$ cat src/rtl/rdc_pkg.sv
// Shared types and constants for the radix digit converter.
`timescale 1ns / 1ps

package rdc_pkg;

   // Field widths
   localparam int VALUE_W = 31;
   localparam int RADIX_W = 16;
   localparam int CNT_W   = $clog2(VALUE_W);

   // Default digit stack depth
   localparam int MAX_DIGITS_DEF = 32;

   // Input item
   typedef struct packed {
      logic [VALUE_W-1:0] n_value;
      logic [RADIX_W-1:0] radix;
   } rdc_req_type;

   // Result item
   typedef struct packed {
      logic [RADIX_W-1:0] digit;
      logic               last;
      logic               error;
   } rdc_rsp_type;

   // Controller to datapath commands
   typedef struct packed {
      logic load;      // capture the accepted item, clear the stack
      logic emit_err;  // load the error result into the output register
      logic step;      // one quotient bit of the serial divider
      logic pop;       // read the top of the stack, drop it
      logic emit;      // load the popped digit into the output register
   } rdc_cmd_type;

   // Datapath to controller status
   typedef struct packed {
      logic in_zero;       // incoming value is zero
      logic in_bad_radix;  // incoming radix is below two
      logic last_step;     // this step finishes one division
      logic quot_zero;     // quotient after this step is zero
      logic out_last;      // output register holds the final result
   } rdc_status_type;

endpackage

$ cat src/rtl/rdc_datapath.sv
// Datapath: serial restoring divider, digit stack and output register.
`timescale 1ns / 1ps

module rdc_datapath
   import rdc_pkg::*;
#(
   parameter int MAX_DIGITS = MAX_DIGITS_DEF
) (
   input  logic           clock,
   input  logic           reset,
   input  rdc_req_type    req_data,
   input  rdc_cmd_type    cmd,
   output rdc_status_type status,
   output rdc_rsp_type    rsp_data
);

   localparam int AW = $clog2(MAX_DIGITS);
   localparam int DW = $clog2(MAX_DIGITS + 1);

   // Divider registers: quotient shifts in as the dividend shifts out
   logic [VALUE_W-1:0] quot_ff, quot_in;
   logic [RADIX_W-1:0] rem_ff, rem_in;
   logic [RADIX_W-1:0] radix_ff;
   logic [CNT_W-1:0]   cnt_ff;
   logic [DW-1:0]      depth_ff;

   // Stack and output registers
   logic [RADIX_W-1:0] stack_mem [MAX_DIGITS];
   logic [RADIX_W-1:0] rd_ff;
   logic               rd_last_ff;
   rdc_rsp_type        rsp_ff;

   logic [RADIX_W:0]   trial;
   logic [RADIX_W:0]   diff;
   logic               ge;
   logic [DW-1:0]      depth_m1;
   logic               room;

   // One restoring division step
   always_comb begin
      trial   = {rem_ff, quot_ff[VALUE_W-1]};
      diff    = trial - {1'b0, radix_ff};
      ge      = (trial >= {1'b0, radix_ff});
      rem_in  = ge ? diff[RADIX_W-1:0] : trial[RADIX_W-1:0];
      quot_in = {quot_ff[VALUE_W-2:0], ge};
   end

   assign depth_m1 = depth_ff - 1'b1;
   assign room     = (depth_ff < DW'(MAX_DIGITS));

   // Status back to the controller
   always_comb begin
      status.in_zero      = (req_data.n_value == '0);
      status.in_bad_radix = (req_data.radix[RADIX_W-1:1] == '0);
      status.last_step    = (cnt_ff == '0);
      status.quot_zero    = (quot_in == '0);
      status.out_last     = rsp_ff.last;
   end

   // Divider and stack pointer
   always_ff @(posedge clock) begin
      if (reset) begin
         cnt_ff   <= '0;
         depth_ff <= '0;
      end else if (cmd.load) begin
         quot_ff  <= req_data.n_value;
         radix_ff <= req_data.radix;
         rem_ff   <= '0;
         cnt_ff   <= CNT_W'(VALUE_W - 1);
         depth_ff <= '0;
      end else if (cmd.step) begin
         quot_ff <= quot_in;
         if (cnt_ff == '0) begin
            // division done: remainder goes on the stack if there is room, restart on quotient
            rem_ff <= '0;
            cnt_ff <= CNT_W'(VALUE_W - 1);
            if (room) begin
               depth_ff <= depth_ff + 1'b1;
            end
         end else begin
            rem_ff <= rem_in;
            cnt_ff <= cnt_ff - 1'b1;
         end
      end else if (cmd.pop) begin
         depth_ff <= depth_m1;
      end
   end

   // Digit stack memory, registered read
   always_ff @(posedge clock) begin
      if (cmd.step && (cnt_ff == '0) && room) begin
         stack_mem[depth_ff[AW-1:0]] <= rem_in;
      end
      if (cmd.pop) begin
         rd_ff      <= stack_mem[depth_m1[AW-1:0]];
         rd_last_ff <= (depth_ff == DW'(1));
      end
   end

   // Output register
   always_ff @(posedge clock) begin
      if (cmd.emit_err) begin
         rsp_ff.digit <= '0;
         rsp_ff.last  <= 1'b1;
         rsp_ff.error <= 1'b1;
      end else if (cmd.emit) begin
         rsp_ff.digit <= rd_ff;
         rsp_ff.last  <= rd_last_ff;
         rsp_ff.error <= 1'b0;
      end
   end

   assign rsp_data = rsp_ff;

   // Checks
   a_depth_bound: assert property (@(posedge clock) disable iff (reset)
      depth_ff <= DW'(MAX_DIGITS))
      else $error("digit stack depth beyond capacity");

   a_pop_nonempty: assert property (@(posedge clock) disable iff (reset)
      cmd.pop |-> depth_ff != '0)
      else $error("pop from empty digit stack");

   a_emit_after_pop: assert property (@(posedge clock) disable iff (reset)
      cmd.emit |-> $past(cmd.pop))
      else $error("digit emitted without a stack read");

   a_cnt_bound: assert property (@(posedge clock) disable iff (reset)
      cnt_ff <= CNT_W'(VALUE_W - 1))
      else $error("divider bit counter out of range");

endmodule

$ cat src/rtl/rdc_controller.sv
// Controller: sequences load, division, stack drain and result handshake.
`timescale 1ns / 1ps

module rdc_controller
   import rdc_pkg::*;
(
   input  logic           clock,
   input  logic           reset,
   input  logic           req_valid,
   output logic           req_stall,
   output logic           rsp_valid,
   input  logic           rsp_stall,
   input  rdc_status_type status,
   output rdc_cmd_type    cmd
);

   typedef enum logic [2:0] {
      S_IDLE,
      S_DIV,
      S_POP,
      S_LOAD,
      S_WAIT
   } state_type;

   state_type state_ff;
   logic      rsp_valid_ff;
   logic      accept;

   assign req_stall = (state_ff != S_IDLE);
   assign accept    = req_valid && (state_ff == S_IDLE);
   assign rsp_valid = rsp_valid_ff;

   // Commands decoded from state, the incoming request and the datapath status
   always_comb begin
      cmd.load     = accept;
      cmd.emit_err = accept && !status.in_zero && status.in_bad_radix;
      cmd.step     = (state_ff == S_DIV);
      cmd.pop      = (state_ff == S_POP);
      cmd.emit     = (state_ff == S_LOAD);
   end

   // State and result valid
   always_ff @(posedge clock) begin
      if (reset) begin
         state_ff     <= S_IDLE;
         rsp_valid_ff <= 1'b0;
      end else begin
         unique case (state_ff)
            S_IDLE: begin
               if (accept && !status.in_zero) begin
                  if (status.in_bad_radix) begin
                     rsp_valid_ff <= 1'b1;
                     state_ff     <= S_WAIT;
                  end else begin
                     state_ff <= S_DIV;
                  end
               end
            end
            S_DIV: begin
               if (status.last_step && status.quot_zero) begin
                  state_ff <= S_POP;
               end
            end
            S_POP: begin
               state_ff <= S_LOAD;
            end
            S_LOAD: begin
               rsp_valid_ff <= 1'b1;
               state_ff     <= S_WAIT;
            end
            S_WAIT: begin
               if (!rsp_stall) begin
                  rsp_valid_ff <= 1'b0;
                  state_ff     <= status.out_last ? S_IDLE : S_POP;
               end
            end
            default: begin
               state_ff     <= S_IDLE;
               rsp_valid_ff <= 1'b0;
            end
         endcase
      end
   end

   // Checks
   a_valid_in_wait: assert property (@(posedge clock) disable iff (reset)
      rsp_valid_ff |-> state_ff == S_WAIT)
      else $error("result valid outside the wait state");

   a_err_shows: assert property (@(posedge clock) disable iff (reset)
      cmd.emit_err |=> rsp_valid_ff)
      else $error("error result not presented");

   a_drain_after_div: assert property (@(posedge clock) disable iff (reset)
      (state_ff == S_DIV) && status.last_step && status.quot_zero |=> cmd.pop)
      else $error("stack drain did not follow the final division");

endmodule

$ cat src/rtl/radix_digit_converter_core.sv
// Top level of the radix digit converter: controller plus datapath.
`timescale 1ns / 1ps

// Converts a 31-bit unsigned value to its digits in a radix of 2 to 65535,
// most significant digit first, one result item per digit, with last set on
// the final digit. A zero value gives no result; a radix of 0 or 1 with a
// nonzero value gives one result with error and last set and digit zero.
// One item is processed at a time. Each digit is the remainder of one division
// in the one-bit-per-cycle restoring divider and is pushed on the digit stack;
// once the quotient reaches zero, each digit is read back from the stack,
// loaded into the output register and presented until the result side takes
// it. Only the MAX_DIGITS least significant digits are kept when a value has
// more digits than the stack holds.
module radix_digit_converter_core
   import rdc_pkg::*;
#(
   parameter int MAX_DIGITS = MAX_DIGITS_DEF
) (
   input  logic        clock,
   input  logic        reset,
   input  logic        req_valid,
   output logic        req_stall,
   input  rdc_req_type req_data,
   output logic        rsp_valid,
   input  logic        rsp_stall,
   output rdc_rsp_type rsp_data
);

   rdc_cmd_type    cmd;
   rdc_status_type status;

   rdc_controller u_ctrl (
      .clock     (clock),
      .reset     (reset),
      .req_valid (req_valid),
      .req_stall (req_stall),
      .rsp_valid (rsp_valid),
      .rsp_stall (rsp_stall),
      .status    (status),
      .cmd       (cmd)
   );

   rdc_datapath #(
      .MAX_DIGITS (MAX_DIGITS)
   ) u_dp (
      .clock    (clock),
      .reset    (reset),
      .req_data (req_data),
      .cmd      (cmd),
      .status   (status),
      .rsp_data (rsp_data)
   );

endmodule

$ cat config.mk
export PLATFORM = sky130hd
export DESIGN_NAME = radix_digit_converter_core
export DESIGN_NICKNAME = d
export VERILOG_FILES = /design/src/rtl/rdc_pkg.sv /design/src/rtl/rdc_datapath.sv /design/src/rtl/rdc_controller.sv /design/src/rtl/radix_digit_converter_core.sv
export SDC_FILE = /design/constraint.sdc
export NUM_CORES = 1
export LEC_CHECK = 0
export ABC_CLOCK_PERIOD_IN_PS = 4600
export BUFFER_PORTS_ARGS = -buffer_cell sky130_fd_sc_hd__buf_2
export CAP_MARGIN = 30
export CORE_UTILIZATION = 62
export DETAILED_ROUTE_END_ITERATION = 10
export PLACE_DENSITY = 0.77
export SLEW_MARGIN = 15
export SYNTH_ARGS = -nofsm -noshare
export SYNTH_HDL_FRONTEND = slang
export SYNTH_SLANG_ARGS = --single-unit
$ cat constraint.sdc
create_clock -name clock -period 4.6 [get_ports clock]
set_input_delay 0.92 -clock clock [delete_from_list [all_inputs] [get_ports clock]]
set_output_delay 0.92 -clock clock [all_outputs]
set_load 0.005 [all_outputs]
==> impl_metrics.env <==
export IMPL_run_status="finished clean"
export IMPL_cts_made_buffers=59
export IMPL_number_of_buffers_and_inverters_on_the_critical_path=0
export IMPL_detail_route_iter0_violations=1370
export IMPL_hold_ws_ps=461
export IMPL_cp_slowest_cell="mux2_1"
export IMPL_cellLeakagePower_nw=9.45
export IMPL_most_common_cell_after_layout_fill_and_taps_aside="edfxtp_1"
export IMPL_critPathTopFamily="simple AND/OR/NAND/NOR gates"
export IMPL_detailedRoute_firstPassIterationCount=5
export IMPL_synth_lib_cells_used_distinct=63
export IMPL_data_required_time_of_the_critical_path_ps=4880
export IMPL_global_route_overflow_total=0
export IMPL_drt_antenna_violating_nets=0
export IMPL_synth_cells=1375
export IMPL_r2r_slack_ps=920
export IMPL_slew_headroom=0.352
export IMPL_power_frac_clock=0.279
export IMPL_post_drt_wl_per_cell_um=28.4
export IMPL_fp_row_count=73
export IMPL_timing_critical_path_cells="ha_1 -> o211ai_1 -> or4_4 -> a21oi_2 -> o2111ai_2 -> nand2_1 -> mux2_1"
export IMPL_final_period_minus_worst_setup_slack_ps=3680
export IMPL_diodes=0
export IMPL_drt_drc=0
export IMPL_powerDensity_nw_per_um2=637
export IMPL_first_pass_grt_wire_length_um=86400
export IMPL_antenna_found_initial=0
export IMPL_critPathArrivalTime_ps=3950
export IMPL_register_clock_pin_slew_on_the_reported_worst_setup_and_hold_paths_ps=60
export IMPL_worst_pin_slew_ps=972
export IMPL_power_net_switching_mw=5.61
export IMPL_tritoncts="yes"
export IMPL_synth_seq_area_share=0.726
export IMPL_worst_path_largest_cell_delay_ps=850
export IMPL_total_power_mw=18.3
export IMPL_drive_gt1_frac=0.293
export IMPL_routed_via_count=13633
export IMPL_worstPathMaxFanout=32
export IMPL_clk_insertion_delay_late_ps=640
export IMPL_grt_max_degree=65
export IMPL_most_frequent_cells_in_the_layout="edfxtp_1 (592), mux4_2 (160), nand2_1 (154)"
export IMPL_post_route_design_area_um2=28800
export IMPL_mapped_nets=1449
export IMPL_seq_power_share=0.447
export IMPL_ys_warn_count=0
export IMPL_max_clock_freq_mhz=272
export IMPL_postSynthAreaPerCell_um2=18.5
export IMPL_crit_path_end_kind="flop"
export IMPL_cts_max_level=2
export IMPL_hold_violations=0
export IMPL_postSynthRegisterBits=625
export IMPL_starting_utilization_of_the_core_area=0.633
export IMPL_tns_ps=0
export IMPL_comb_power_share=0.274
export IMPL_route_detailed_vias_per_inst=6.56
export IMPL_first_global_vias=13678
export IMPL_place_detailed_hpwl_um=33000
export IMPL_cts_num_sinks=625
export IMPL_synth_ff_type="edfxtp_1"
export IMPL_fp_dieArea_um2=41800
export IMPL_p_int_mw=12.7
export IMPL_dp_worst_setup_slack_ps=972
export IMPL_design_final_nets=1576
export IMPL_period_utilization_post_route=0.799
export IMPL_vdd_drop_max_mv=0.522
export IMPL_type_of_element_launching_the_critical_path="flop"
export IMPL_power_switching_fraction=0.306
export IMPL_total_routing_usage_reported_by_global_routing=0.291
export IMPL_class_of_the_tightest_hold_or_removal_check="flop to flop"
export IMPL_boundaryPins=71
export IMPL_async_flop_share=0
export IMPL_netlist_area_um2=25400
export IMPL_die_height_um=204
export IMPL_cts_max_path_buffers=3
export IMPL_coreArea_um2=40100
export IMPL_worst_clock_skew_ps=42.5
export IMPL_flow_area_growth_from_synthesis_pct=13.4
export IMPL_synth_enable_flop_cells=592
export IMPL_post_cts_buffers=0
export IMPL_slew_violations=0
export IMPL_dpl_instance_area_um2=26700
export IMPL_route_final_wire_length_um=58900
export IMPL_timing_setup_critical_path_class="flop to flop"
export IMPL_cts_hold_buffers_added=0
export IMPL_layout_setup_ws_ps=924
export IMPL_grt_setup_unrepaired="false"
export IMPL_portBuffers=70
export IMPL_cts_root_buf="clkbuf_16"
export IMPL_post_cts_resized=0
export IMPL_setup_viol=0
export IMPL_routabilityCongestion=0.872
export IMPL_drv_cap=0
export IMPL_die_width_um=204
per-stage QoR:
step	instances	util
global route	2077	0.718
global placement	1961	0.665
CTS	2074	0.717
detailed placement	1963	0.666
finish	2077	0.718
floorplan	1375	-
registers in the layout (all words and copies together) (netlist names):
| signal | flops |
|---|---|
| u_dp.quot_ff | 31 |
| u_dp.rd_last_ff | 1 |
| u_dp.rd_ff | 16 |
| u_dp.rem_ff | 16 |
| u_dp.depth_ff | 6 |
| u_dp.cnt_ff | 5 |
| u_dp.stack_mem | 512 |
| u_ctrl.state_ff | 3 |
| u_dp.rsp_data | 18 |
| u_ctrl.rsp_valid | 1 |
| u_dp.radix_ff | 16 |
Yosys cell counts, types with 2 or more instances:
cell | instances | area share
nand2_1 | 154 | 0.023
a211oi_1 | 8 | 0.0024
dfxtp_1 | 33 | 0.026
nor4_1 | 18 | 0.0044
a21oi_2 | 2 | 0.00069
a2111oi_0 | 2 | 0.00069
nor3b_1 | 2 | 0.00059
o21a_1 | 10 | 0.0030
and2_1 | 2 | 0.00049
nor3b_2 | 2 | 0.00099
xnor2_1 | 14 | 0.0048
nand3b_1 | 3 | 0.00089
a21o_1 | 9 | 0.0027
o211a_1 | 5 | 0.0020
and3_1 | 2 | 0.00049
o21ai_0 | 8 | 0.0016
a31oi_1 | 2 | 0.00049
or3_1 | 12 | 0.0030
buf_1 | 3 | 0.00044
or3b_2 | 2 | 0.00069
ha_1 | 22 | 0.011
nor3_2 | 2 | 0.00079
o22ai_1 | 3 | 0.00074
mux4_2 | 160 | 0.14
clkbuf_1 | 37 | 0.0055
a21oi_1 | 50 | 0.0099
inv_1 | 26 | 0.0038
buf_4 | 2 | 0.00059
nor3_1 | 13 | 0.0026
o211ai_1 | 4 | 0.0012
nand3_1 | 16 | 0.0032
o21ai_1 | 6 | 0.0012
xor2_1 | 5 | 0.0017
buf_6 | 10 | 0.0044
buf_2 | 12 | 0.0024
nor2_1 | 62 | 0.0092
mux2_2 | 16 | 0.0071
nand2b_1 | 8 | 0.0020
a211o_1 | 4 | 0.0014
edfxtp_1 | 592 | 0.70
nand4_1 | 10 | 0.0025
power by group through the flow:
stage	logic (mW)	clock network (mW)	registers (mW)
global placement	4.59	0	8.32
finish	5.03	5.12	8.19
floorplan	3.14	0	8.27
global route	5.34	5.38	8.22
detailed placement	4.85	0	8.33
CTS	4.92	5.18	8.21
path summary, 6_finish.rpt:
check | cells after the start | from | end
min | 2 | u_dp.rsp_data[10] | u_dp.rsp_data[10]
min reg2reg | 2 | u_dp.rsp_data[10] | u_dp.rsp_data[10]
max | 7 | u_dp.rem_ff[7] | u_dp.stack_mem[28][6]
max reg2reg | 7 | u_dp.rem_ff[7] | u_dp.stack_mem[28][6]
layer usage:
| metal | part of all wire | global-route usage |
|---|---|---|
| met1 | 0.38 | 0.385 |
| met2 | 0.51 | 0.487 |
| met3 | 0.074 | 0.0480 |
| met4 | 0.037 | 0.113 |
| met5 | 0 | 0 |
logic make-up after synthesis:
| group | share of synthesized area |
|---|---|
| flops | 0.726 |
| fa+ha+maj | 0.0116 |
| xor+xnor | 0.00655 |
| buf+inv | 0.0174 |
| simple gates | 0.0573 |
| mux | 0.150 |
| compound gates | 0.0311 |
tightest hold or removal path: stages, from the launching register on:
cell     delay [ps]
dfxtp_1         310
nand2_1          50
a21oi_1          60
cell type report:
type	count	area, µm²
clock buffer	75	1620
clock inverter	36	455
fill	2343	11300
inverter	26	97.6
multi-input combinational	659	6640
sequential	625	18400
tap	525	657
timing repair buffer	131	892
Note: power is estimated with default switching activity, not from simulation.
